==> src/rtl/core/crc32se_pkg.sv <==
// crc32se_pkg: constants and the byte update function of the seeded crc-32 engine
// no dependencies; imported by the item and result interfaces and the engine
`timescale 1ns / 1ps
`default_nettype none

package crc32se_pkg;

	localparam int unsigned CrcWidth    = 32;
	localparam int unsigned ByteWidth   = 8;
	localparam int unsigned GroupPosW   = 3;

	// reflected form of 0x04c11db7
	localparam logic [CrcWidth-1:0]  CrcPolyReversed = 32'hEDB8_8320;
	// palette mode keeps group positions below this value
	localparam logic [GroupPosW-1:0] PaletteKeep     = 3'd2;

	typedef logic [CrcWidth-1:0]  crc_t;
	typedef logic [ByteWidth-1:0] byte_t;
	typedef logic [GroupPosW-1:0] grp_pos_t;

	// one reflected crc-32 byte update, shift-and-xor per bit
	function automatic crc_t crc_byte(input crc_t crc, input byte_t data);
		crc_t c;
		c = crc ^ {{(CrcWidth-ByteWidth){1'b0}}, data};
		for (int k = 0; k < ByteWidth; k++) begin
			if (c[0]) begin
				c = (c >> 1) ^ CrcPolyReversed;
			end else begin
				c = c >> 1;
			end
		end
		return c;
	endfunction

endpackage

`default_nettype wire

==> src/rtl/core/crc32se_item_if.sv <==
// crc32se_item_if: input channel of the engine, at most one message byte per transaction
// depends on crc32se_pkg
`timescale 1ns / 1ps
`default_nettype none

interface crc32se_item_if
	import crc32se_pkg::*;
();
	logic  valid;
	logic  ready;
	byte_t data_byte;
	logic  byte_present;
	logic  first_item;
	logic  last_item;
	crc_t  seed;

	modport source (
		output valid, data_byte, byte_present, first_item, last_item, seed,
		input  ready
	);
	modport sink (
		input  valid, data_byte, byte_present, first_item, last_item, seed,
		output ready
	);
endinterface

`default_nettype wire

==> src/rtl/core/crc32se_result_if.sv <==
// crc32se_result_if: result channel of the engine, one crc value per transaction
// depends on crc32se_pkg
`timescale 1ns / 1ps
`default_nettype none

interface crc32se_result_if
	import crc32se_pkg::*;
();
	logic valid;
	logic ready;
	crc_t crc_value;

	modport source (
		output valid, crc_value,
		input  ready
	);
	modport sink (
		input  valid, crc_value,
		output ready
	);
endinterface

`default_nettype wire

==> src/rtl/core/crc32se_cfg_if.sv <==
// crc32se_cfg_if: configuration write channel carrying the palette_mode bit
// no dependencies
`timescale 1ns / 1ps
`default_nettype none

interface crc32se_cfg_if;
	logic valid;
	logic ready;
	logic data;

	modport source (
		output valid, data,
		input  ready
	);
	modport sink (
		input  valid, data,
		output ready
	);
endinterface

`default_nettype wire

==> src/rtl/core/crc32_seeded_engine.sv <==
// crc32_seeded_engine: seeded reflected crc-32, at most one byte per transaction
// depends on crc32se_pkg, crc32se_item_if, crc32se_result_if, crc32se_cfg_if
// result valid is registered from the input stage when it advances a last item
// throughput: one item per cycle unless s1 stalls behind a held result
// combinational xor byte update between the s1 stage and crc / result registers
// reset clears the running crc, saved seed, group position, palette mode and
// both valid flags; no clearing pass is needed
`timescale 1ns / 1ps
`default_nettype none

module crc32_seeded_engine
	import crc32se_pkg::*;
(
	input  wire             clk,
	input  wire             arst_n,
	crc32se_item_if.sink    item,
	crc32se_result_if.source result,
	crc32se_cfg_if.sink     cfg
);

	// configuration register
	logic palette_mode_q;

	assign cfg.ready = 1'b1;

	always_ff @(posedge clk or negedge arst_n) begin
		if (!arst_n) begin
			palette_mode_q <= 1'b0;
		end else if (cfg.valid && cfg.ready) begin
			palette_mode_q <= cfg.data;
		end
	end

	// input stage
	logic  valid_s1;
	byte_t data_byte_s1;
	logic  byte_present_s1;
	logic  first_item_s1;
	logic  last_item_s1;
	crc_t  seed_s1;

	// message state
	crc_t     running_crc_q;
	crc_t     saved_seed_q;
	grp_pos_t group_pos_q;

	// result register
	logic result_valid_q;
	crc_t result_crc_q;

	logic stall_s1;
	logic adv_s1;
	logic item_acc;

	// s1 only waits when it ends a message and the result register is still held
	assign stall_s1   = valid_s1 && last_item_s1 && result_valid_q && !result.ready;
	assign adv_s1     = valid_s1 && !stall_s1;
	assign item.ready = !stall_s1;
	assign item_acc   = item.valid && item.ready;

	always_ff @(posedge clk or negedge arst_n) begin
		if (!arst_n) begin
			valid_s1 <= 1'b0;
		end else if (!stall_s1) begin
			valid_s1 <= item.valid;
		end
	end

	always_ff @(posedge clk) begin
		if (item_acc) begin
			data_byte_s1    <= item.data_byte;
			byte_present_s1 <= item.byte_present;
			first_item_s1   <= item.first_item;
			last_item_s1    <= item.last_item;
			seed_s1         <= item.seed;
		end
	end

	// byte update: seed load, then the byte, then the result
	crc_t     crc_start;
	crc_t     seed_eff;
	grp_pos_t pos_start;
	logic     take_byte;
	crc_t     crc_next;
	grp_pos_t pos_next;

	always_comb begin
		crc_start = first_item_s1 ? seed_s1 : running_crc_q;
		seed_eff  = first_item_s1 ? seed_s1 : saved_seed_q;
		pos_start = first_item_s1 ? '0 : group_pos_q;
		take_byte = byte_present_s1 && (!palette_mode_q || (pos_start < PaletteKeep));
		crc_next  = take_byte ? crc_byte(crc_start, data_byte_s1) : crc_start;
		pos_next  = byte_present_s1 ? pos_start + grp_pos_t'(1) : pos_start;
	end

	always_ff @(posedge clk or negedge arst_n) begin
		if (!arst_n) begin
			running_crc_q <= '0;
			saved_seed_q  <= '0;
			group_pos_q   <= '0;
		end else if (adv_s1) begin
			running_crc_q <= crc_next;
			saved_seed_q  <= seed_eff;
			group_pos_q   <= pos_next;
		end
	end

	// result register, reloads while the old value leaves
	always_ff @(posedge clk or negedge arst_n) begin
		if (!arst_n) begin
			result_valid_q <= 1'b0;
		end else if (adv_s1 && last_item_s1) begin
			result_valid_q <= 1'b1;
		end else if (result.ready) begin
			result_valid_q <= 1'b0;
		end
	end

	always_ff @(posedge clk) begin
		if (adv_s1 && last_item_s1) begin
			result_crc_q <= crc_next ^ seed_eff;
		end
	end

	assign result.valid     = result_valid_q;
	assign result.crc_value = result_crc_q;

endmodule

`default_nettype wire
==> src/flat_wrapper.sv <==
// flat-port wrapper written by rule: the top's interface ports become plain ports
module crc32_seeded_engine_flat import crc32se_pkg::*;
  (clk, arst_n, item_valid, item_data_byte, item_byte_present, item_first_item, item_last_item, item_seed, item_ready, result_valid, result_crc_value, result_ready, cfg_valid, cfg_data, cfg_ready);
  crc32se_item_if item_i ();
  crc32se_result_if result_i ();
  crc32se_cfg_if cfg_i ();
  input  wire clk;
  input  wire arst_n;
  input wire logic [$bits(item_i.valid)-1:0] item_valid;
  input wire logic [$bits(item_i.data_byte)-1:0] item_data_byte;
  input wire logic [$bits(item_i.byte_present)-1:0] item_byte_present;
  input wire logic [$bits(item_i.first_item)-1:0] item_first_item;
  input wire logic [$bits(item_i.last_item)-1:0] item_last_item;
  input wire logic [$bits(item_i.seed)-1:0] item_seed;
  output wire logic [$bits(item_i.ready)-1:0] item_ready;
  output wire logic [$bits(result_i.valid)-1:0] result_valid;
  output wire logic [$bits(result_i.crc_value)-1:0] result_crc_value;
  input wire logic [$bits(result_i.ready)-1:0] result_ready;
  input wire logic [$bits(cfg_i.valid)-1:0] cfg_valid;
  input wire logic [$bits(cfg_i.data)-1:0] cfg_data;
  output wire logic [$bits(cfg_i.ready)-1:0] cfg_ready;
  assign item_i.valid = item_valid;
  assign item_i.data_byte = item_data_byte;
  assign item_i.byte_present = item_byte_present;
  assign item_i.first_item = item_first_item;
  assign item_i.last_item = item_last_item;
  assign item_i.seed = item_seed;
  assign item_ready = item_i.ready;
  assign result_valid = result_i.valid;
  assign result_crc_value = result_i.crc_value;
  assign result_i.ready = result_ready;
  assign cfg_i.valid = cfg_valid;
  assign cfg_i.data = cfg_data;
  assign cfg_ready = cfg_i.ready;
  crc32_seeded_engine u_core (.clk(clk), .arst_n(arst_n), .item(item_i), .result(result_i), .cfg(cfg_i));
endmodule
==> config.mk <==
export PLATFORM = sky130hd
export DESIGN_NAME = crc32_seeded_engine_flat
export DESIGN_NICKNAME = d
export VERILOG_FILES = /design/src/rtl/core/crc32se_pkg.sv /design/src/rtl/core/crc32se_item_if.sv /design/src/rtl/core/crc32se_result_if.sv /design/src/rtl/core/crc32se_cfg_if.sv /design/src/rtl/core/crc32_seeded_engine.sv /design/src/flat_wrapper.sv
export SDC_FILE = /design/constraint.sdc
export NUM_CORES = 1
export LEC_CHECK = 0
export ABC_AREA = 1
export BUFFER_PORTS_ARGS = -buffer_cell sky130_fd_sc_hd__buf_2
export CAP_MARGIN = 25
export CORE_MARGIN = 4
export CORE_UTILIZATION = 39
export DETAILED_ROUTE_END_ITERATION = 12
export HOLD_SLACK_MARGIN = 0.05
export REMOVE_ABC_BUFFERS = 1
export SYNTH_ARGS = -nofsm -noshare
export SYNTH_HDL_FRONTEND = slang
export SYNTH_SLANG_ARGS = --single-unit
==> constraint.sdc <==
create_clock -name clk -period 8.4 [get_ports clk]
set_input_delay 0.42 -clock clk [delete_from_list [all_inputs] [get_ports clk]]
set_output_delay 0.42 -clock clk [all_outputs]
set_load 0.005 [all_outputs]
* Word-level counts from Yosys, hierarchy flattened *
Cells that the tools add are included.

storage, ports and cells
  memories kept = 0
  bits in writable memories = 0
  flip-flop bits (word level) = 145
  latch bits = 0
  memory bits (read-only) = 0
  output and inout port bits = 35

operators by class
  divide/modulo/power cells = 0
  order comparisons = 1
  reduce and logical (&&, ||, !) cells = 12
  multiply operators = 0
  bitwise gates (word level) = 10
  $add $sub $neg = 1
  equal/unequal tests = 0
  shifts and indexed selects = 0
  multiplexer cells = 15

operators with widths
  operator                                                    count
  2-to-1 mux 32 bit                                           11
  NOT 13 -> 14 bit                                            8
  XOR 32 bit                                                  1
  XOR 32 x 8 -> 32 bit                                        1
  logical AND 1 bit                                           7
  2-to-1 mux 3 bit                                            2
  adder 3 x 1 -> 3 bit, second input constant                 1
  zero test 1 bit                                             3
  less-than comparator 3 x 2 -> 1 bit, second input constant  1
  2-to-1 mux 1 bit                                            2
  nonzero test 2 bit                                          1
  logical OR 1 bit                                            1

* Depth between registers and ports, before layout *
  word-level depth = 20
  gate-level depth with buffers = 18

* Worst setup path after synthesis *
Ideal clock, no wire load.

  kind = register to register
  start point = reg u_core.result_valid_q (netlist: u_core.result.valid)
  end point = reg u_core.byte_present_s1, enable pin
  setup slack = 5.571 ns
  arrival time = 2.385 ns
  cell stages (with the launch flop) = 6
  library setup time = 0.444 ns
  required time = 7.956 ns
  cell sequence = dfrtp_1 > inv_1 > nor2_1 > inv_1 > nor2_1 > nor2_1

between the ends
  word-level cells in the longest chain between the ends = 4

ends and longest elaborated chain
  what                             line                        source
  from (decl)                      crc32_seeded_engine.sv:48   logic result_valid_q;
  from (signal assigned)           crc32_seeded_engine.sv:111  result_valid_q <= 1'b0;
  from (signal assigned)           crc32_seeded_engine.sv:113  result_valid_q <= 1'b1;
  from (signal assigned)           crc32_seeded_engine.sv:115  result_valid_q <= 1'b0;
  logical AND 1 bit (2 in series)  crc32_seeded_engine.sv:56   assign stall_s1 = valid_s1 && last_item_s1 && result_valid_q && !result.ready;
  zero test 1 bit                  crc32_seeded_engine.sv:58   assign item.ready = !stall_s1;
  logical AND 1 bit                crc32_seeded_engine.sv:59   assign item_acc = item.valid && item.ready;
  net u_core.item_acc              crc32_seeded_engine.sv:53   logic item_acc;
  to (signal assigned)             crc32_seeded_engine.sv:72   byte_present_s1 <= item.byte_present;
  to (decl)                        crc32_seeded_engine.sv:37   logic byte_present_s1;

The timed path passes the listed nets, and every way through them passes these cells.
A chain may end at the register's enable or synchronous reset.

* Final worst setup path *
  start point = reg u_core.first_item_s1
  end point = reg u_core.result_crc_q[27] (netlist: u_core.result.crc_value[27]), data pin

between the ends
  word-level cells in the longest chain between the ends = 15
  elaborated cells between the ends (all ways) = 21
  classes of those cells = order compare: 1; mux: 12; bitwise: 6; reduce/logical: 2

ends and longest elaborated chain
  what                             line                        source
  from (decl)                      crc32_seeded_engine.sv:38   logic first_item_s1;
  from (signal assigned)           crc32_seeded_engine.sv:73   first_item_s1 <= item.first_item;
  2-to-1 mux 32 bit                crc32_seeded_engine.sv:88   crc_start = first_item_s1 ? seed_s1 : running_crc_q;
  XOR 32 x 8 -> 32 bit             crc32se_pkg.sv:24           c = crc ^ {{(CrcWidth-ByteWidth){1'b0}}, data};
  2-to-1 mux 32 bit (4 in series)  crc32se_pkg.sv:26           if (c[0]) begin
  NOT 13 -> 14 bit (no line)       n/a
  2-to-1 mux 32 bit                crc32se_pkg.sv:26
  NOT 13 -> 14 bit (no line)       n/a
  2-to-1 mux 32 bit (2 in series)  crc32se_pkg.sv:26
  NOT 13 -> 14 bit (no line)       n/a
  2-to-1 mux 32 bit                crc32se_pkg.sv:26
  2-to-1 mux 32 bit                crc32_seeded_engine.sv:92   crc_next = take_byte ? crc_byte(crc_start, data_byte_s1) : crc_start;
  XOR 32 bit (*)                   crc32_seeded_engine.sv:121  result_crc_q <= crc_next ^ seed_eff;
  to (signal assigned)             crc32_seeded_engine.sv:121
  to (decl)                        crc32_seeded_engine.sv:49   crc_t result_crc_q;

Mark *: on every way between the ends. The rest lies on a longest branch, timed or not.

==> results_dict.tcl <==
set metrics [dict create \
    status "completed" \
    report.final.slew_viol_count 0 \
    grt_max_degree 82 \
    start_kind "flop" \
    vias 5834 \
    cts.sinks 145 \
    ant_nets 0 \
    ys_seq_area_frac 0.5274 \
    crit_required_ns 8.58 \
    period_needed_ns 2.931 \
    worstSetupPathType "reg2reg" \
    fillerInstances 1848 \
    ys_seq_elements 145 \
    crit_path_end_kind "flop" \
    io_buffers 82 \
    synth.avg_cell_area_um2 8.510 \
    io_pins 84 \
    setup_viol 0 \
    finalNetCount 1019 \
    rsz0062_at_grt "no" \
    n_antenna_cell 0 \
    core_um2 18890 \
    viasPerCell 4.701 \
    crit_path_max_fanout 49 \
    crit_family "buffers and inverters" \
    grt_pass1_wl_mm 28.99 \
    holdCritPathClass "in2async" \
    arrival_ns 3.11 \
    clkPwrFrac 0.313 \
    powerDensity_nw_per_um2 250.8 \
    htreeDepth 4 \
    synth_top_area_share 0.2967 \
    numCtsBuffers 17 \
    drive_gt1_frac 0.1713 \
    critPathMaxStageDelay_ns 0.45 \
    route.detailed.wl_per_inst_um 14.25 \
    final_cells 1241 \
    clk_pin_slew_worst_paths_ns 0.06 \
    power_frac_seq 0.418 \
    multi_input_area_um2 3124 \
    setup_tns_ns 0 \
    yosysMostFrequentCell "nand2_1" \
    period_share 0.3489 \
    syn_to_final_growth_pct 15.96 \
    cpMostUsedCell "buf_4" \
    netlist_top_cells_count "341 x nand2_1, 78 x inv_1, 78 x o21ai_0" \
    cts.path.max_buffers 2 \
    clk_latency_ns 0.42 \
    root_buffer "clkbuf_16" \
    p_int_mw 1.487 \
    synthArstFlopShare 0.4828 \
    drt_iter0_markers 336 \
    antenna_found_initial 0 \
    setup_ws_ns 5.469 \
    dpl.hpwl_mm 11.97 \
    peakVddDrop_mv 0.1375 \
    seq_area_um2 4004 \
    netlist_instances 892 \
    start_util 0.4018 \
    gp_congestion 0.8413 \
    pre_cts_ws_ns 5.439 \
    power.share.switching 0.3266 \
    path_cells "buf_4, buf_4, a21oi_1, a21oi_4, buf_4, inv_2, nor2_1, inv_1, o211ai_1, nand2_1" \
    hold_violations 0 \
    die_x_um 147.5 \
    ys_top_cells_by_area "edfxtp_1 30%, dfrtp_1 23%, nand2_1 17%, o21ai_0 5.1%, inv_1 3.9%" \
    maxCapViolations 0 \
    routed_wl_mm 17.68 \
    cp_num_buf_inv 5 \
    slew_headroom 0.3748 \
    ys_types 39 \
    mappedNetlistArea_um2 7591 \
    grt_pass1_vias 5730 \
    gr-total-overflow 0 \
    p_leak_nw 4.211 \
    drt_first_pass_iters 5 \
    power.total_mw 2.208 \
    ys_warn_count 0 \
    skew_ns 0.01151 \
    post-route-drc-count 0 \
    postCtsSetupBuffers 0 \
    cts_tree "done" \
    power_switching_uw 721.0 \
    tightestPinTransition_ns 0.9364 \
    dp.cells 1209 \
    hold_slack_ns 0.04275 \
    die-area_um2 21760 \
    holdBufCountCts 0 \
    cp_slowest_cell "buf_4" \
    synthFlopType "edfxtp_1" \
    ctsResizeCount 0 \
    synth_enable_flop_cells 75 \
    p_comb_frac 0.269 \
    die_h_um 147.5 \
    grt.total_usage 0.1681 \
    yosys.area.top_type "edfxtp_1" \
    num_rows 50 \
    max_clock_freq_mhz 341.2 \
]
## power groups by stage
stage                     registers [mW]  logic [mW]  clock network, mW
after global routing               0.932       0.683              0.739
after global placement             0.932       0.584                  0
after detailed placement           0.934       0.595                  0
after CTS                          0.922       0.598              0.710
final                              0.922       0.594              0.691
after floorplan                    0.930       0.425                  0
## worst register-to-register path, cell delays in order (launching register included)
cell and delay (ns):
edfxtp_1 0.32, buf_4 0.28, buf_4 0.43, a21oi_1 0.16, a21oi_4 0.14, buf_4 0.45, inv_2 0.33, nor2_1 0.27
inv_1 0.08, o211ai_1 0.17, nand2_1 0.07
## routing by layer
metal | track usage | part of all wire
met1 | 0.2267 | 0.48
met2 | 0.2698 | 0.47
met3 | 0.04506 | 0.039
met4 | 0.04473 | 0.0088
met5 | 0 | 0
## cells in the final DEF (no fill, tap or decap), types with 2 or more instances in the layout
master,synthesis,routed
nand2_1,341,340
buf_2,7,82
inv_1,78,78
o21ai_0,78,78
edfxtp_1,75,75
dfrtp_1,70,70
nand3_1,40,40
xor2_1,31,31
nand2_2,24,25
nor2_1,26,24
a21oi_1,24,23
clkbuf_16,0,17
o21ai_1,16,16
xnor2_1,15,15
o211ai_1,8,8
nand2_4,7,7
buf_4,2,6
clkinv_2,0,5
o21a_1,4,4
xor2_2,3,3
clkinvlp_4,0,3
inv_2,1,2
or2_2,2,2
o21ai_2,2,2
a31oi_1,2,2
nor2_4,0,2
clkinv_1,1,2
## worst paths after layout
path                                          startpoint  cells after the start  slack [ns]                     endpoint
worst max-delay path                u_core.first_item_s1                     10        5.47  u_core.result.crc_value[27]
worst min-delay path                              arst_n                      2        0.04       u_core.saved_seed_q[6]
worst max register to register      u_core.first_item_s1                     10        5.47  u_core.result.crc_value[27]
worst min register to register  u_core.running_crc_q[30]                      2        0.48     u_core.running_crc_q[30]
max in group asynchronous                         arst_n                      3        7.76      u_core.saved_seed_q[11]
min in group clk                            item_seed[1]                      1        0.17            u_core.seed_s1[1]
## stage by stage
step	util	instance area, um2
2_1_floorplan	-	7408
3_3_place_gp	0.4350	8218
3_5_place_dp	0.4364	8245
4_1_cts	0.4648	8782
5_1_grt	0.4659	8802
6_report	0.4659	8802
## area by class of cell
cell class	instances	area share
sequential	145	0.4549
multi-input combinational	634	0.3549
timing repair buffer	90	0.05714
clock buffer	19	0.05032
tap	260	0.03696
inverter	81	0.03511
clock inverter	12	0.01066
## flip-flops by register name, indices dropped and copies added, names as in the netlist
signal / cells
u_core.saved_seed_q: 32
u_core.running_crc_q: 32
u_core.palette_mode_q: 1
u_core.first_item_s1: 1
u_core.result.valid: 1
u_core.data_byte_s1: 8
u_core.valid_s1: 1
u_core.group_pos_q: 3
u_core.result.crc_value: 32
u_core.last_item_s1: 1
u_core.seed_s1: 32
u_core.byte_present_s1: 1
## cells by family after synthesis
logic type | synth area share
multiplexers | 0.001483
buffers and inverters | 0.06477
other | 0.0004940
flip-flops | 0.5274
AND/OR/NAND/NOR | 0.2428
AO/OA/AOI/OAI | 0.09824
XOR/XNOR | 0.06313
adder cells (fa/ha/maj) | 0.001648
Power figures use the tool's default switching activity.
